File: src/rtl/shgb_div.sv
`default_nettype none
// Pipelined restoring divider: one quotient bit per stage, MSB first.
// The user, not this block, holds the divisor while words are in flight.
module shgb_div #(
   parameter int NUM_W = 26,
   parameter int DEN_W = 10,
   parameter int QUO_W = 17
) (
   input  wire logic             clock,
   input  wire logic             en,
   input  wire logic [NUM_W-1:0] num,
   input  wire logic [DEN_W-1:0] den,
   output logic      [QUO_W-1:0] quo
);
   localparam int REM_W = (NUM_W > DEN_W + QUO_W) ? NUM_W : DEN_W + QUO_W;

   logic [REM_W-1:0] rem_ff [QUO_W];
   logic [REM_W-1:0] rem_in [QUO_W];
   logic [QUO_W-1:0] quo_ff [QUO_W];
   logic [QUO_W-1:0] quo_in [QUO_W];

   for (genvar k = 0; k < QUO_W; k++) begin : g_stage
      localparam int BIT = QUO_W - 1 - k;
      logic [REM_W-1:0] rem_prev;
      logic [QUO_W-1:0] quo_prev;
      logic [REM_W-1:0] trial;

      // The first stage starts from the numerator.
      if (k == 0) begin : g_first
         assign rem_prev = REM_W'(num);
         assign quo_prev = '0;
      end else begin : g_next
         assign rem_prev = rem_ff[k-1];
         assign quo_prev = quo_ff[k-1];
      end

      // Subtract the shifted divisor where it fits.
      always_comb begin
         trial = REM_W'(den) << BIT;
         if (rem_prev >= trial) begin
            rem_in[k] = rem_prev - trial;
            quo_in[k] = quo_prev | (QUO_W'(1) << BIT);
         end else begin
            rem_in[k] = rem_prev;
            quo_in[k] = quo_prev;
         end
      end

      always_ff @(posedge clock) begin
         if (en) begin
            rem_ff[k] <= rem_in[k];
            quo_ff[k] <= quo_in[k];
         end
      end
   end

   assign quo = quo_ff[QUO_W-1];

endmodule
`default_nettype wire

File: config.mk
export PLATFORM = sky130hd
export DESIGN_NAME = shgb_div
export DESIGN_NICKNAME = d
export VERILOG_FILES = /design/src/rtl/shgb_div.sv
export SDC_FILE = /design/constraint.sdc
export NUM_CORES = 1
export LEC_CHECK = 0
export BUFFER_PORTS_ARGS = -buffer_cell sky130_fd_sc_hd__clkbuf_2
export CORE_ASPECT_RATIO = 1.75
export CORE_UTILIZATION = 60
export CTS_BUF_LIST = sky130_fd_sc_hd__clkbuf_8
export DETAILED_ROUTE_END_ITERATION = 8
export GPL_ROUTABILITY_DRIVEN = 0
export PLACE_DENSITY = 0.77
export SYNTH_ARGS = -nofsm -noshare
export SYNTH_HDL_FRONTEND = slang
export SYNTH_SLANG_ARGS = --single-unit
File: constraint.sdc
create_clock -name clock -period 5.4 [get_ports clock]
set_input_delay 0.27 -clock clock [delete_from_list [all_inputs] [get_ports clock]]
set_output_delay 0.27 -clock clock [all_outputs]
set_load 0.1 [all_outputs]
# Word-level counts from Yosys, hierarchy flattened
# Memory sizes are Yosys's and may differ from the RTL's.
# Cells that the tools add are included.
[totals]
reg_bits = 0
mem_bits_rw = 748
out_inout_bits = 17
elab_cells = 72
n_memories = 2
[memory_table]
columns = ["memory", "words", "word_bits", "rd", "rd_clocked_by_memory_dff", "write_ports", "line", "source"]
rows = [
  ["rem_ff", 17, 27, 16, 0, 17, "17", "logic [REM_W-1:0] rem_ff [QUO_W];"],
  ["quo_ff", 17, 17, 17, 0, 17, "19", "logic [QUO_W-1:0] quo_ff [QUO_W];"],
]
[op_classes]
addsub = 17
order_cmp = 17
n_mux = 36
[ops]
columns = ["operator", "n"]
rows = [
  ["$mux 27", 17],
  ["$ge 27x10->1", 1],
  ["$ge 27x11->1", 1],
  ["$ge 27x12->1", 1],
  ["$ge 27x13->1", 1],
  ["$ge 27x14->1", 1],
  ["$ge 27x15->1", 1],
  ["$ge 27x16->1", 1],
  ["$ge 27x17->1", 1],
  ["$ge 27x18->1", 1],
  ["$ge 27x19->1", 1],
  ["$ge 27x20->1", 1],
  ["$ge 27x21->1", 1],
  ["$ge 27x22->1", 1],
  ["$ge 27x23->1", 1],
  ["$ge 27x24->1", 1],
  ["$ge 27x25->1", 1],
  ["$sub 26x26->27", 1],
  ["$sub 27x10->27", 1],
  ["$sub 27x11->27", 1],
  ["$sub 27x12->27", 1],
  ["$sub 27x13->27", 1],
  ["$sub 27x14->27", 1],
  ["$sub 27x15->27", 1],
  ["28 further kinds", 30],
]

# Longest topological paths before layout
# An unclocked memory read counts as a cell.
[logic_depth]
word_depth = 3
ltp_mapped = 12

# Worst setup path before layout
# No wires, ideal clock.
[synth_timing]
path_kind = "input to register"
start = "input den[1]"
end = "memory rem_ff[0][226] (netlist bit) (data pin)"
setup_ps = 260
arrival_time_ps = 3088
required_time_ps = 5140
slack_ps = 2053
cell_stages = 10
n_path_buf = 1
cell_sequence = "inv_1 -> ha_1 -> nor2b_1 -> o31ai_1 -> a31oi_1 -> o311ai_0 -> nand2_1 -> nor2_1 -> buf_2 -> mux2_2"
[synth_rtl]
columns = ["item", "line", "source"]
rows = [
  ["from (decl)", "12", "input wire logic [DEN_W-1:0] den,"],
  ["to (decl)", "17", ""],
]

==> flow_metrics.tcl <==
set metrics [dict create \
    synth-edff-count 585 \
    syn_inst 2328 \
    ios 55 \
    track_usage 0.277 \
    syn_to_final_growth_pct 10.3 \
    cts_tree "built" \
    cts_resized 0 \
    start_util 0.608 \
    grt_overflow_total 0 \
    cp.depth 8 \
    synthTopCellsByArea "edfxtp_1 (59%), ha_1 (7.2%), xor2_1 (3.5%), xnor2_1 (3.1%), o21ai_0 (2.1%)" \
    rr_worst_depth 8 \
    slowest_delay_ns 0.82 \
    grt_pass1_wl_um 105000 \
    core_um2 48700 \
    fmax_ghz 0.259 \
    grt_max_degree 140 \
    die-width_um 170 \
    tns_ns 0 \
    cp_num_buf_inv 0 \
    fin_nets 2705 \
    syn_avg_cell_area_um2 12.7 \
    drive_gt1_frac 0.104 \
    fill_cells 3482 \
    drtIter0Drc 1307 \
    cp_cell_sequence "ha_1, nor2b_1, o31ai_1, a31oi_1, o311ai_0, nand2_1, nor2_1, mux2_2" \
    wl_um 68100 \
    yosys_warnings 0 \
    htree_levels 3 \
    clk_pin_slew_ns 0.07 \
    placedCellCount 3026 \
    arrival_ns 4.27 \
    cap_violations 0 \
    stdcell_count 3201 \
    synthSimpleGateAreaFrac 0.125 \
    min_path_cells 3 \
    synthAdderAreaFrac 0.0826 \
    critPathTopFamily "simple AND/OR/NAND/NOR gates" \
    maxSlewHeadroom 0.193 \
    yosysMostFrequentCell "edfxtp_1" \
    cts_buffers 82 \
    required_ns 5.80 \
    die_h_um 296 \
    seqCellArea_um2 17600 \
    synth-async-reset-ratio 0 \
    powerDensity_nw_per_um2 442 \
    clock_latency_ns 0.68 \
    syn_nets 2552 \
    ys_seq_area_frac 0.593 \
    startpoint_type "register" \
    synthFlopType "edfxtp_1" \
    endpoint_kind "register" \
    hpwl_um 47900 \
    hp-class "primary input to register" \
    rows 107 \
    hold_violations 0 \
    worstSetupPathType "register to register" \
    status "completed" \
    multiInputGateArea_um2 11700 \
    synthXorXnorAreaFrac 0.0665 \
    min_period_ns 3.87 \
    peakVddDrop_mv 0.309 \
    synthMuxAreaShare 0.0209 \
    rsz0062_at_grt "false" \
    setup-violations-final 0 \
    synth_top_family_by_area "simple AND/OR/NAND/NOR gates" \
    antenna_found_initial 1 \
    syn_area_um2 29600 \
    synth_compound_gate_area_share 0.0979 \
    fin_worst_skew_ns 0.0421 \
    fin_hold_ws_ns 0.0620 \
    yosys.area.top_type "edfxtp_1" \
    clkSinkCount 585 \
    period_share 0.716 \
    grt_pass1_vias 20500 \
    yosys-top-cells-count "edfxtp_1 (585), ha_1 (170), nand2_1 (158), nor2_1 (158), o21ai_0 (125)" \
    worstMarginPinSlew_ns 1.21 \
    wire_per_inst_um 21.3 \
    via_count 19700 \
    numPortBuffers 54 \
    ant_nets 0 \
    crit_path_max_fanout 11 \
    drv_slew 0 \
    ys_ff_latch 585 \
    die_area_um2 50300 \
    cts-root-buf "clkbuf_8" \
    cts_buffer_depth 3 \
    power_leakage_nw 11.8 \
    cp_slowest_cell "nor2_1" \
    drc_errors 0 \
    synthDistinctLibCells 81 \
    firstDrtPassIters 5 \
    yosysTopAreaCellShare 0.593 \
    routed_via_density 6.16 \
]
[metrics by stage]
| step | instance area [um^2] | util | setup WS, ns | total power [mW] |
|---|---|---|---|---|
| floorplan | 29600 | - | 2.05 | 9.74 |
| global placement | 30800 | 0.633 | 1.34 | 10.7 |
| detailed placement | 30800 | 0.633 | 1.28 | 11.0 |
| CTS | 32700 | 0.671 | 1.56 | 14.4 |
| global route | 32700 | 0.671 | 1.33 | 15.2 |
| finish | 32700 | 0.671 | 1.53 | 14.5 |
[registers in the layout, summed over array words and instances, names as in the netlist]
register,flops
rem_ff,432
quo_ff,153
[repair_timing]
action / in CTS / in global routing
endpoints found under the hold margin: 25 / 0
setup buffers: 0 / 0
hold buffers: 25 / 0
endpoints found under the setup margin: 0 / 0
[placed cells by master (no fill, tap or decap), types with 41 or more instances in the layout]
| cell | n |
|---|---|
| edfxtp_1 | 585 |
| nor3_1 | 73 |
| ha_1 | 170 |
| nand2b_1 | 41 |
| clkbuf_2 | 53 |
| xor2_1 | 119 |
| nand2_1 | 158 |
| nor2_1 | 158 |
| xnor2_1 | 106 |
| clkbuf_8 | 83 |
| mux2_2 | 48 |
| inv_1 | 99 |
| o21ai_0 | 125 |
| a21oi_1 | 120 |
| nor4_1 | 65 |
[power by group]
part           switching [mW]  internal (mW)
sequential              0.658           6.17
combinational            2.36           1.80
clock                    1.73           1.75
total                    4.75           9.71
[worst min-delay path: cells and delay by family]
family / cells / cell delay, ns
AO/OA/AOI/OAI: 1 / 0.10
buffers and inverters: 1 / 0.11
AND/OR/NAND/NOR: 1 / 0.06
[cell type report]
type | count | share of cell area
clock buffer | 83 | 0.0349
antenna | 1 | 0.0000765
clock inverter | 66 | 0.0144
timing repair buffer | 98 | 0.0221
inverter | 82 | 0.00941
sequential | 585 | 0.537
tap | 654 | 0.0250
multi-input combinational | 1632 | 0.357
[cell families after synthesis]
| kind of cell | after synthesis |
|---|---|
| simple gates | 709 |
| compound gates | 456 |
| buf+inv | 111 |
| fa+ha+maj | 186 |
| xor+xnor | 225 |
| flops | 585 |
| mux | 56 |
[layer usage]
layer  up-vias  share of wire  track usage
li1       9215              -            -
met1      9485           0.32        0.251
met2       734           0.54        0.521
met3       290          0.047       0.0418
met4         0          0.093        0.249
met5         -              0            0
[final timing paths]
check	from	endpoint	slack (ns)
max	rem_ff[0][198]	rem_ff[0][230]	1.53
min	num[25]	rem_ff[0][25]	0.06
max reg2reg	rem_ff[0][198]	rem_ff[0][230]	1.53
min reg2reg	quo_ff[1][59]	quo_ff[1][76]	0.41
Note: power is estimated with default switching activity, not from simulation.
